<file path="src/sv/hdlc_frame_builder_macros.svh">
// Assertion helpers used by the datapath module.
`ifndef HDLC_FRAME_BUILDER_MACROS_SVH
`define HDLC_FRAME_BUILDER_MACROS_SVH

// Check a condition at every clock edge outside reset.
`define HFB_ASSERT_ALWAYS(label, expr, msg) \
   label: assert property (@(posedge clock) disable iff (reset) (expr)) else $error(msg);

// Check that a condition implies another in the same cycle.
`define HFB_ASSERT_IMPLY(label, cond, expr, msg) \
   label: assert property (@(posedge clock) disable iff (reset) (cond) |-> (expr)) \
      else $error(msg);

// Check that a condition implies another in the next cycle.
`define HFB_ASSERT_NEXT(label, cond, expr, msg) \
   label: assert property (@(posedge clock) disable iff (reset) (cond) |=> (expr)) \
      else $error(msg);

`endif

</file>
<file path="src/sv/hfb_pkg.sv">
package hfb_pkg;

   localparam logic [7:0]  FLAG_BYTE = 8'h7E;
   localparam logic [2:0]  STUFF_RUN = 3'd5;
   localparam logic [15:0] CRC_POLY  = 16'h8408;
   localparam logic [15:0] CRC_INIT  = 16'hFFFF;
   localparam int          CNT_W     = 5;
   localparam logic [CNT_W-1:0] BYTE_BITS = 5'd8;
   localparam logic [CNT_W-1:0] FCS_BITS  = 5'd16;

   typedef struct packed {
      logic load_byte;
      logic start_flag;
      logic load_fcs;
      logic load_eflag;
      logic line_bit;
      logic stuff_zero;
      logic stuff_en;
      logic crc_en;
      logic pad;
      logic flush;
   } cmd_type;

   typedef struct packed {
      logic stuff_due;
      logic byte_wrap;
      logic pcnt_zero;
      logic pend_valid;
      logic push_ok;
      logic in_frame;
      logic end_flag;
   } status_type;

endpackage

</file>
<file path="src/sv/hdlc_frame_builder.sv">
// HDLC frame builder: one line bit per cycle through a stuffing shifter, unless an output stall holds it.
// Steps: a request is accepted, a start flag is queued if no frame is open, the payload
// byte is shifted out with any stuffed zeros, and the request closes with a flush; a
// frame-ending request also sends the FCS with stuffed zeros, an end flag and a pad step.
// A new request is taken only once the previous one has flushed.
// Reset (synchronous, active high) clears the CRC to all ones and awaits a start flag.
module hdlc_frame_builder (
   input  logic        clock,
   input  logic        reset,
   input  logic        req_tvalid,
   output logic        req_tready,
   input  logic [7:0]  req_tdata,   // [7:0] payload_byte
   input  logic        req_tlast,
   output logic        rsp_tvalid,
   input  logic        rsp_tready,
   output logic [23:0] rsp_tdata,   // [7:0] line_byte, [23:8] frame_bits
   output logic        rsp_tlast,
   output logic        rsp_tuser    // [0] frame_done
);
   import hfb_pkg::*;

   cmd_type    cmd;
   status_type status;

   hfb_ctrl u_ctrl (
      .clock      (clock),
      .reset      (reset),
      .req_tvalid (req_tvalid),
      .req_tready (req_tready),
      .status     (status),
      .cmd        (cmd)
   );

   hfb_datapath u_datapath (
      .clock      (clock),
      .reset      (reset),
      .cmd        (cmd),
      .status     (status),
      .in_payload (req_tdata),
      .in_end     (req_tlast),
      .rsp_tvalid (rsp_tvalid),
      .rsp_tready (rsp_tready),
      .rsp_tdata  (rsp_tdata),
      .rsp_tlast  (rsp_tlast),
      .rsp_tuser  (rsp_tuser)
   );

endmodule

</file>
<file path="src/sv/hfb_ctrl.sv">
module hfb_ctrl (
   input  logic               clock,
   input  logic               reset,
   input  logic               req_tvalid,
   output logic               req_tready,
   input  hfb_pkg::status_type status,
   output hfb_pkg::cmd_type   cmd
);
   import hfb_pkg::*;

   localparam logic [2:0] S_IDLE  = 3'd0;
   localparam logic [2:0] S_FLAG  = 3'd1;
   localparam logic [2:0] S_DATA  = 3'd2;
   localparam logic [2:0] S_FCS   = 3'd3;
   localparam logic [2:0] S_EFLAG = 3'd4;
   localparam logic [2:0] S_PAD   = 3'd5;
   localparam logic [2:0] S_FLUSH = 3'd6;

   logic [2:0]       state_ff, state_in;
   logic [CNT_W-1:0] cnt_ff, cnt_in;
   cmd_type          cmd_raw;
   logic             stall;

   assign req_tready = (state_ff == S_IDLE);

   always_comb begin
      cmd_raw  = '0;
      state_in = state_ff;
      cnt_in   = cnt_ff;
      unique case (state_ff) inside
         S_IDLE: begin
            if (req_tvalid) begin
               cmd_raw.load_byte = 1'b1;
               cnt_in            = BYTE_BITS;
               state_in          = status.in_frame ? S_DATA : S_FLAG;
            end
         end
         S_FLAG: begin
            cmd_raw.start_flag = 1'b1;
            state_in           = S_DATA;
         end
         S_DATA, S_FCS: begin
            if (status.stuff_due) begin
               // insert the zero after a run of ones
               cmd_raw.line_bit   = 1'b1;
               cmd_raw.stuff_zero = 1'b1;
            end else if (cnt_ff != '0) begin
               cmd_raw.line_bit = 1'b1;
               cmd_raw.stuff_en = 1'b1;
               cmd_raw.crc_en   = (state_ff == S_DATA);
               cnt_in           = cnt_ff - 1'b1;
            end else if (state_ff == S_DATA) begin
               if (status.end_flag) begin
                  cmd_raw.load_fcs = 1'b1;
                  cnt_in           = FCS_BITS;
                  state_in         = S_FCS;
               end else begin
                  state_in = S_FLUSH;
               end
            end else begin
               cmd_raw.load_eflag = 1'b1;
               cnt_in             = BYTE_BITS;
               state_in           = S_EFLAG;
            end
         end
         S_EFLAG: begin
            if (cnt_ff != '0) begin
               cmd_raw.line_bit = 1'b1;
               cnt_in           = cnt_ff - 1'b1;
            end else begin
               state_in = S_PAD;
            end
         end
         S_PAD: begin
            cmd_raw.pad = 1'b1;
            state_in    = S_FLUSH;
         end
         S_FLUSH: begin
            cmd_raw.flush = 1'b1;
            state_in      = S_IDLE;
         end
         default: begin
            state_in = S_IDLE;
         end
      endcase

      // hold while a finished byte has nowhere to go
      stall = (cmd_raw.line_bit && status.byte_wrap && status.pend_valid && !status.push_ok)
            || (cmd_raw.pad && !status.pcnt_zero && status.pend_valid && !status.push_ok)
            || (cmd_raw.flush && !status.push_ok);

      cmd = cmd_raw;
      if (stall) begin
         cmd      = '0;
         state_in = state_ff;
         cnt_in   = cnt_ff;
      end
   end

   always_ff @(posedge clock) begin
      if (reset) begin
         state_ff <= S_IDLE;
         cnt_ff   <= '0;
      end else begin
         state_ff <= state_in;
         cnt_ff   <= cnt_in;
      end
   end

endmodule

</file>
<file path="src/sv/hfb_datapath.sv">
`include "hdlc_frame_builder_macros.svh"

module hfb_datapath (
   input  logic                clock,
   input  logic                reset,
   input  hfb_pkg::cmd_type    cmd,
   output hfb_pkg::status_type status,
   input  logic [7:0]          in_payload,
   input  logic                in_end,
   output logic                rsp_tvalid,
   input  logic                rsp_tready,
   output logic [23:0]         rsp_tdata,
   output logic                rsp_tlast,
   output logic                rsp_tuser
);
   import hfb_pkg::*;

   logic [15:0] crc_ff, crc_in;
   logic [2:0]  ones_ff, ones_in;
   logic [7:0]  part_ff, part_in;
   logic [2:0]  pcnt_ff, pcnt_in;
   logic [15:0] total_ff, total_in;
   logic [15:0] sreg_ff, sreg_in;
   logic [7:0]  pend_ff, pend_in;
   logic        pend_valid_ff, pend_valid_in;
   logic        in_frame_ff, in_frame_in;
   logic        end_ff, end_in;
   logic        out_valid_ff, out_valid_in;
   logic [7:0]  out_data_ff, out_data_in;
   logic        out_last_ff, out_last_in;
   logic        out_done_ff, out_done_in;
   logic [15:0] out_bits_ff, out_bits_in;

   logic        push, push_last, push_done;
   logic [15:0] push_bits;
   logic        line_val, crc_fb;
   logic [7:0]  byte_val;

   function automatic logic [15:0] sat_add(input logic [15:0] t, input logic [3:0] n);
      logic [16:0] s;
      s = {1'b0, t} + {13'b0, n};
      return s[16] ? 16'hFFFF : s[15:0];
   endfunction

   assign status.stuff_due  = (ones_ff == STUFF_RUN);
   assign status.byte_wrap  = (pcnt_ff == 3'd7);
   assign status.pcnt_zero  = (pcnt_ff == 3'd0);
   assign status.pend_valid = pend_valid_ff;
   assign status.push_ok    = !out_valid_ff || rsp_tready;
   assign status.in_frame   = in_frame_ff;
   assign status.end_flag   = end_ff;

   assign line_val = cmd.stuff_zero ? 1'b0 : sreg_ff[0];
   assign crc_fb   = crc_ff[0] ^ line_val;
   assign byte_val = part_ff | ({7'b0, line_val} << pcnt_ff);

   always_comb begin
      crc_in        = crc_ff;
      ones_in       = ones_ff;
      part_in       = part_ff;
      pcnt_in       = pcnt_ff;
      total_in      = total_ff;
      sreg_in       = sreg_ff;
      pend_in       = pend_ff;
      pend_valid_in = pend_valid_ff;
      in_frame_in   = in_frame_ff;
      end_in        = end_ff;
      push          = 1'b0;
      push_last     = 1'b0;
      push_done     = 1'b0;
      push_bits     = '0;

      if (cmd.load_byte) begin
         sreg_in = {8'b0, in_payload};
         end_in  = in_end;
      end
      if (cmd.start_flag) begin
         pend_in       = FLAG_BYTE;
         pend_valid_in = 1'b1;
         total_in      = sat_add(total_ff, 4'd8);
         in_frame_in   = 1'b1;
      end
      if (cmd.load_fcs) begin
         sreg_in = ~crc_ff;
      end
      if (cmd.load_eflag) begin
         sreg_in = {8'b0, FLAG_BYTE};
      end
      if (cmd.line_bit) begin
         if (!cmd.stuff_zero) begin
            sreg_in = sreg_ff >> 1;
         end
         if (cmd.crc_en) begin
            crc_in = (crc_ff >> 1) ^ (crc_fb ? CRC_POLY : 16'h0000);
         end
         if (cmd.stuff_zero) begin
            ones_in = '0;
         end else if (cmd.stuff_en) begin
            ones_in = line_val ? ones_ff + 1'b1 : 3'd0;
         end
         if (pcnt_ff == 3'd7) begin
            push          = pend_valid_ff;
            pend_in       = byte_val;
            pend_valid_in = 1'b1;
            total_in      = sat_add(total_ff, 4'd8);
            part_in       = '0;
            pcnt_in       = '0;
         end else begin
            part_in = byte_val;
            pcnt_in = pcnt_ff + 1'b1;
         end
      end
      if (cmd.pad && (pcnt_ff != 3'd0)) begin
         // fill the tail with the leading bits of a flag
         push          = pend_valid_ff;
         pend_in       = part_ff | (FLAG_BYTE << pcnt_ff);
         pend_valid_in = 1'b1;
         total_in      = sat_add(total_ff, {1'b0, pcnt_ff});
         part_in       = '0;
         pcnt_in       = '0;
      end
      if (cmd.flush) begin
         push          = 1'b1;
         push_last     = 1'b1;
         push_done     = end_ff;
         push_bits     = end_ff ? total_ff : 16'h0000;
         pend_valid_in = 1'b0;
         if (end_ff) begin
            crc_in      = CRC_INIT;
            ones_in     = '0;
            part_in     = '0;
            pcnt_in     = '0;
            total_in    = '0;
            in_frame_in = 1'b0;
         end
      end
   end

   always_comb begin
      out_valid_in = out_valid_ff;
      out_data_in  = out_data_ff;
      out_last_in  = out_last_ff;
      out_done_in  = out_done_ff;
      out_bits_in  = out_bits_ff;
      if (push) begin
         out_valid_in = 1'b1;
         out_data_in  = pend_ff;
         out_last_in  = push_last;
         out_done_in  = push_done;
         out_bits_in  = push_bits;
      end else if (rsp_tready) begin
         out_valid_in = 1'b0;
      end
   end

   always_ff @(posedge clock) begin
      if (reset) begin
         crc_ff        <= CRC_INIT;
         ones_ff       <= '0;
         part_ff       <= '0;
         pcnt_ff       <= '0;
         total_ff      <= '0;
         pend_valid_ff <= 1'b0;
         in_frame_ff   <= 1'b0;
         end_ff        <= 1'b0;
         out_valid_ff  <= 1'b0;
      end else begin
         crc_ff        <= crc_in;
         ones_ff       <= ones_in;
         part_ff       <= part_in;
         pcnt_ff       <= pcnt_in;
         total_ff      <= total_in;
         pend_valid_ff <= pend_valid_in;
         in_frame_ff   <= in_frame_in;
         end_ff        <= end_in;
         out_valid_ff  <= out_valid_in;
      end
   end

   always_ff @(posedge clock) begin
      sreg_ff     <= sreg_in;
      pend_ff     <= pend_in;
      out_data_ff <= out_data_in;
      out_last_ff <= out_last_in;
      out_done_ff <= out_done_in;
      out_bits_ff <= out_bits_in;
   end

   assign rsp_tvalid = out_valid_ff;
   assign rsp_tdata  = {out_bits_ff, out_data_ff};
   assign rsp_tlast  = out_last_ff;
   assign rsp_tuser  = out_done_ff;

   `HFB_ASSERT_ALWAYS(a_ones_bounded, ones_ff <= STUFF_RUN, "ones run passed the stuffing limit")
   `HFB_ASSERT_IMPLY(a_no_overwrite, push && out_valid_ff, rsp_tready, "result overwritten")
   `HFB_ASSERT_NEXT(a_frame_closed, cmd.flush && end_ff, !in_frame_ff && (pcnt_ff == 3'd0), "frame state not cleared")
   `HFB_ASSERT_IMPLY(a_bits_with_done, out_valid_ff && !out_done_ff, out_bits_ff == 16'h0000, "bit count outside frame end")

endmodule

</file>
<file path="config.mk">
export PLATFORM = sky130hd
export DESIGN_NAME = hdlc_frame_builder
export DESIGN_NICKNAME = d
export VERILOG_FILES = /design/src/sv/hfb_pkg.sv /design/src/sv/hdlc_frame_builder.sv /design/src/sv/hfb_ctrl.sv /design/src/sv/hfb_datapath.sv
export VERILOG_INCLUDE_DIRS = /design/src /design/src/sv
export SDC_FILE = /design/constraint.sdc
export NUM_CORES = 1
export LEC_CHECK = 0
export BUFFER_PORTS_ARGS = -buffer_cell sky130_fd_sc_hd__buf_2
export CAP_MARGIN = 0
export CORE_MARGIN = 2
export CORE_UTILIZATION = 54
export CTS_CLUSTER_SIZE = 24
export DETAILED_ROUTE_END_ITERATION = 8
export PLACE_DENSITY = 0.78
export SLEW_MARGIN = 30
export SYNTH_ARGS = -nofsm -noshare
export SYNTH_HDL_FRONTEND = slang
export SYNTH_SLANG_ARGS = --single-unit
</file>
<file path="constraint.sdc">
create_clock -name clock -period 2.95 [get_ports clock]
set_input_delay 0.1475 -clock clock [delete_from_list [all_inputs] [get_ports clock]]
set_output_delay 0.1475 -clock clock [all_outputs]
set_load 0.03 [all_outputs]
</file>
Word-level counts from Yosys, hierarchy flattened. Cells that the tools add are included.

Output and inout bits: 28. Flip-flop bits (word level): 108.

Eq/ne operators: 14. Bitwise gates (word level): 6. Add/subtract/negate cells: 5. Muxes and demuxes: 87. Shift operators: 2. Reduce and logical (&&, ||, !) cells: 25.

Operators by type and width (count): $mux 16 (18); $mux 8 (9); $mux 3 (18); $mux 5 (6); $mux 1 (26); $add 16x3->17 (1); $add 16x4->17 const B (1); $not 16->16 (1); $or 8x8->8 (2); $xor 15x16->16 (1); $eq 3x3->1 const B (5); $pmux 3 s5 (1); $pmux 5 s3 (1); $mux 2 (6); $mux 10 (1); $logic_and 1x1->1 (8); $ne 2x2->1 const B (4); $shl 1x3->8 (1); $shl 7x3->8 const A (1); $add 3x1->3 const B (2); $eq 3x2->1 const B (2); $logic_not 3->1 (2); $reduce_and 6->1 (1); $reduce_bool 3->1 (2); other kinds (14) (19).

Logic depth before layout (Yosys ltp).
Depth after elaboration: 18. Mapped depth: 11. Gate-level depth less buffers: 9.

Cells and area by module. A second synthesis with hierarchy kept.

Cells, all modules: 597. Area total of the unflattened synthesis: 5442.7 um^2.

By module, submodules not included: hfb_datapath (times used 1, cells each 498, area an instance 4642.0 um^2, sequential area each 2262.2 um^2); hfb_ctrl (times used 1, cells each 99, area an instance 800.8 um^2, sequential area each 160.2 um^2).

Least setup slack after synthesis. Ideal clock, no wire load.

Path kind: register to register. Start: register u_datapath.pcnt_ff[1]. End: register u_datapath.out_bits_ff[0] (enable). Slack: -0.191 ns. Stages on the path, launching flop included: 9. Arrival time: 2.732 ns. Period minus slack after synthesis: 3.141 ns. Cells stage by stage: dfxtp_1 -> clkbuf_1 -> inv_1 -> ha_1 -> nor2b_1 -> or3_1 -> a21oi_1 -> nor2_1 -> nor2_1.

Longest elaborated chain between the ends: 11. Elaborated cells between the ends (all ways): 18. Classes of those cells: 1 x eq/ne; 5 x mux; 12 x reduce/logical.

Ends and longest elaborated chain: from (decl) (line hfb_datapath.sv:21) `logic [2:0] pcnt_ff, pcnt_in;`; from (signal assigned) (line hfb_datapath.sv:171) `pcnt_ff <= pcnt_in;`; $logic_not 3->1 (line hfb_datapath.sv:47) `assign status.pcnt_zero = (pcnt_ff == 3'd0);`; $logic_not 1->1 (line hfb_ctrl.sv:89) `|| (cmd_raw.pad && !status.pcnt_zero && status.pend_valid && !status.push_ok)`; $logic_and 1x1->1 (3 in a row) (line hfb_ctrl.sv:89); $logic_or 1x1->1 (line hfb_ctrl.sv:89); $logic_or 1x1->1 (line hfb_ctrl.sv:90) `|| (cmd_raw.flush && !status.push_ok);`; $mux 10 (line hfb_ctrl.sv:93) `if (stall) begin`; $mux 1 / $logic_and 1x1->1 (equally long branches) (line hfb_datapath.sv:89, hfb_datapath.sv:113); $mux 1 (line hfb_datapath.sv:113) `if (cmd.pad && (pcnt_ff != 3'd0)) begin`; $mux 1 * (line hfb_datapath.sv:122) `if (cmd.flush) begin`; to (signal assigned) (line hfb_datapath.sv:186) `out_bits_ff <= out_bits_in;`; to (decl) (line hfb_datapath.sv:32) `logic [15:0] out_bits_ff, out_bits_in;`.

Every way passes the cells marked *; elsewhere a longest branch is shown, timed or not. A chain may end at the register's enable or synchronous reset.

Final worst setup path.
Start: register u_datapath.pcnt_ff[1]. End: register u_datapath.total_ff[14].

Longest elaborated chain between the ends: 14. Elaborated cells between the ends (all ways): 22. Classes of those cells: 1 x add/sub; 1 x eq/ne; 8 x mux; 12 x reduce/logical.

Ends and longest elaborated chain: $logic_not 3->1 (line hfb_datapath.sv:47); $logic_not 1->1 (line hfb_ctrl.sv:89); $logic_and 1x1->1 (3 in a row) (line hfb_ctrl.sv:89); $logic_or 1x1->1 (line hfb_ctrl.sv:89); $logic_or 1x1->1 (line hfb_ctrl.sv:90); $mux 10 (line hfb_ctrl.sv:93); $mux 16 (line hfb_datapath.sv:77) `if (cmd.start_flag) begin`; $mux 16 (line hfb_datapath.sv:101) `if (pcnt_ff == 3'd7) begin`; $mux 16 (line hfb_datapath.sv:89) `if (cmd.line_bit) begin`; $mux 16 (line hfb_datapath.sv:113); $mux 16 (line hfb_datapath.sv:128) `if (end_ff) begin`; $mux 16 * (line hfb_datapath.sv:122); to (signal assigned) (line hfb_datapath.sv:172) `total_ff <= total_in;`; to (decl) (line hfb_datapath.sv:22) `logic [15:0] total_ff, total_in;`.

Marked as above.

==> results.sh <==
export IMPL_status="finished clean"
export IMPL_cp_required_ps=3270
export IMPL_fin_area_um2=5880
export IMPL_worst_setup_path_type="flip-flop to flip-flop"
export IMPL_avgSynthCellArea_um2=9.01
export IMPL_place_gp_congestion=0.902
export IMPL_cp_start_kind="flip-flop"
export IMPL_synth_adder_area_share_pct=3.18
export IMPL_synth_flop_cell="dfxtp_1"
export IMPL_grt_start_max_net_pins=27
export IMPL_synthCells=595
export IMPL_cp_end_kind="flip-flop"
export IMPL_track_usage_pct=22.9
export IMPL_hold_class="input pin to flip-flop"
export IMPL_crit_fanout=11
export IMPL_synth_edf_count=26
export IMPL_synth_top_cell_by_area="dfxtp_1"
export IMPL_fillers=842
export IMPL_clk_path_buf_depth=2
export IMPL_ir_drop_v=0.000555
export IMPL_synth_top_family_by_area="simple AND/OR/NAND/NOR gates"
export IMPL_post_cts_buffers=0
export IMPL_synth_compound_area_share_pct=19.8
export IMPL_vias=4652
export IMPL_ys_top_cells_by_area="dfxtp_1 (31%), edfxtp_1 (15%), nand2_1 (4.8%), nor2_1 (4.3%), a21oi_1 (4.2%)"
export IMPL_cts_tree="done"
export IMPL_die_w_um=104
export IMPL_leakage_uw=0.00225
export IMPL_routed_wl_mm=12.0
export IMPL_slew_headroom_pct=35.7
export IMPL_tightest_slew_ps=961
export IMPL_slew_violations=0
export IMPL_grt_pass1_vias=4428
export IMPL_syn_num_nets=621
export IMPL_cts_root_buffer="clkbuf_8"
export IMPL_synthArstFlopShare_pct=0
export IMPL_critical_path_max_stage_delay_ps=650
export IMPL_grt_pass1_wl_mm=20.5
export IMPL_setup_viol=0
export IMPL_ys_types=78
export IMPL_portBuffers=40
export IMPL_dieArea_um2=10700
export IMPL_clock_latency_ps=380
export IMPL_grt_setup_unrepaired="false"
export IMPL_clk_pin_slew_ps=100
export IMPL_diodes=0
export IMPL_drive_above_1_share_pct=15.4
export IMPL_layout_common_cells="dfxtp_1 (82), nand2_1 (68), nor2_1 (60), a21oi_1 (45), nand3_1 (42)"
export IMPL_cts_made_buffers=9
export IMPL_area_growth_pct=9.74
export IMPL_htreeDepth=3
export IMPL_drtIter0Drc=224
export IMPL_maxCapViolations=0
export IMPL_start_util_pct=55.3
export IMPL_hpwlAfterDp_mm=8.48
export IMPL_ant_nets=0
export IMPL_crit_path_cell_trace="inv_1, ha_1, nor2b_2, a2111oi_4, nand2_1, a31oi_1, nor3b_1, o21a_1"
export IMPL_critPathBufInv=1
export IMPL_yosys_warnings=0
export IMPL_post_route_period_util_pct=91.0
export IMPL_nNetsFinal=657
export IMPL_ios=41
export IMPL_slowest_stage="a2111oi_4"
export IMPL_clock_sinks=108
export IMPL_dr_pass1_iters=5
export IMPL_finClkSkew_ps=13.7
export IMPL_antenna_found_initial=0
export IMPL_fp_coreArea_um2=9680
export IMPL_wire_per_inst_um=15.6
export IMPL_ys_seq_area_share_pct=45.2
export IMPL_drcViolationCount=0
export IMPL_worstPathArrival_ps=3010
export IMPL_multi_input_area_um2=2750
export IMPL_power_uw=4370
export IMPL_synth_top_area_share_pct=30.6
export IMPL_power_density_nw_per_um2=743
export IMPL_mostFrequentLayoutCell="dfxtp_1"
export IMPL_synthSimpleGateAreaFrac_pct=24.1
export IMPL_hold_violations=0
export IMPL_synth_xor_area_share_pct=1.96
export IMPL_synth_seq_cells=108
export IMPL_via_per_inst=6.05
export IMPL_grt_overflow=0
export IMPL_seqCellArea_um2=2420
export IMPL_finalSetupTns_ps=0
export IMPL_die_h_um=104
export IMPL_fmax_mhz=372
export IMPL_post_dp_cell_area_um2=5690
export IMPL_synthesis_area_um2=5360
export IMPL_period_needed_ps=2690
export IMPL_critical_path_top_delay_family="compound AO/OA/AOI/OAI gates"
export IMPL_rows=36
export IMPL_muxShareOfSynthArea_pct=2.19
==> path summary, 6_finish.rpt <==
check | slack, ps | end | startpoint | cells after the start
max | 260 | u_datapath.total_ff[14] | u_datapath.pcnt_ff[1] | 8
min | 80 | u_datapath.end_ff | req_tvalid | 3
max reg2reg | 260 | u_datapath.total_ff[14] | u_datapath.pcnt_ff[1] | 8
min reg2reg | 440 | u_datapath.out_data_ff[5] | u_datapath.pend_ff[5] | 0
==> metal layers <==
layer,wire [µm],GRT usage [%],vias up
met5,0,0,-
li1,-,-,2236
met3,847,5.03,25
met4,252,8.69,0
met1,5040,28.7,2208
met2,5870,38.6,183
==> synthesized netlist by cell type (all sizes together), types with 6 or more instances <==
cell type,number
dfxtp,82
nand2,70
nor2,62
a21oi,48
nand3,43
o21ai,33
edfxtp,26
and2,19
buf,18
inv,16
nor3,15
ha,12
clkbuf,11
a22o,7
o211ai,7
xor2,7
a211oi,6
a31oi,6
and3,6
mux2,6
nand2b,6
nand4,6
nor4,6
==> registers in the layout, summed over array words and instances, names as in the netlist <==
| register | count |
|---|---|
| u_ctrl.cnt_ff | 5 |
| u_ctrl.state_ff | 3 |
| u_datapath.crc_ff | 16 |
| u_datapath.end_ff | 1 |
| u_datapath.in_frame_ff | 1 |
| u_datapath.ones_ff | 3 |
| u_datapath.out_bits_ff | 16 |
| u_datapath.out_data_ff | 8 |
| u_datapath.part_ff | 8 |
| u_datapath.pcnt_ff | 3 |
| u_datapath.pend_ff | 8 |
| u_datapath.pend_valid_ff | 1 |
| u_datapath.rsp_tlast | 1 |
| u_datapath.rsp_tuser | 1 |
| u_datapath.rsp_tvalid | 1 |
| u_datapath.sreg_ff | 16 |
| u_datapath.total_ff | 16 |
==> where the power goes <==
part           internal [µW]  total, µW  switching (µW)
Combinational            603       1610            1010
Clock                    316        825             510
Sequential              1730       1930             206
Total                   2650       4370            1720
==> area by class of cell <==
| class | instances | area share [%] |
|---|---|---|
| Timing Repair Buffer | 54 | 5.23 |
| Inverter | 16 | 1.02 |
| Tap cell | 133 | 2.83 |
| Sequential cell | 108 | 41.2 |
| Multi-Input combinational cell | 442 | 46.7 |
| Clock buffer | 10 | 2.17 |
| Clock inverter | 6 | 0.809 |
==> timing repair <==
| action | CTS | global route |
|---|---|---|
| hold buffers | 1 | 0 |
| resized for setup | 0 | 1 |
| hold endpoints to repair | 1 | 0 |
| endpoints found under the setup margin | 0 | 1 |
==> per-stage QoR <==
stage,utilization [%],hold WS [ps],worst slack [ps],std cells
after floorplan,-,251,228,595
after global placement,58.8,408,398,752
after detailed placement,58.8,406,262,752
after CTS,60.7,69.5,258,769
after global routing,60.7,77.3,36.3,769
final,60.7,77.3,264,769
==> cells by family (layout without fill, tap and decap cells) <==
family	Yosys count	count (layout)
adders and majority gates	13	13
buffers and inverters	45	86
muxes	11	11
DFF	108	108
xor gates and xnor gates	12	12
AOI/OAI and AO/OA	152	152
and+or+nand+nor	254	254
==> worst min-delay path, stage by stage <==
cell and delay [ps]:
buf_2 130, nand3_1 80, a21oi_1 50
(Power assumes the default switching activity.)
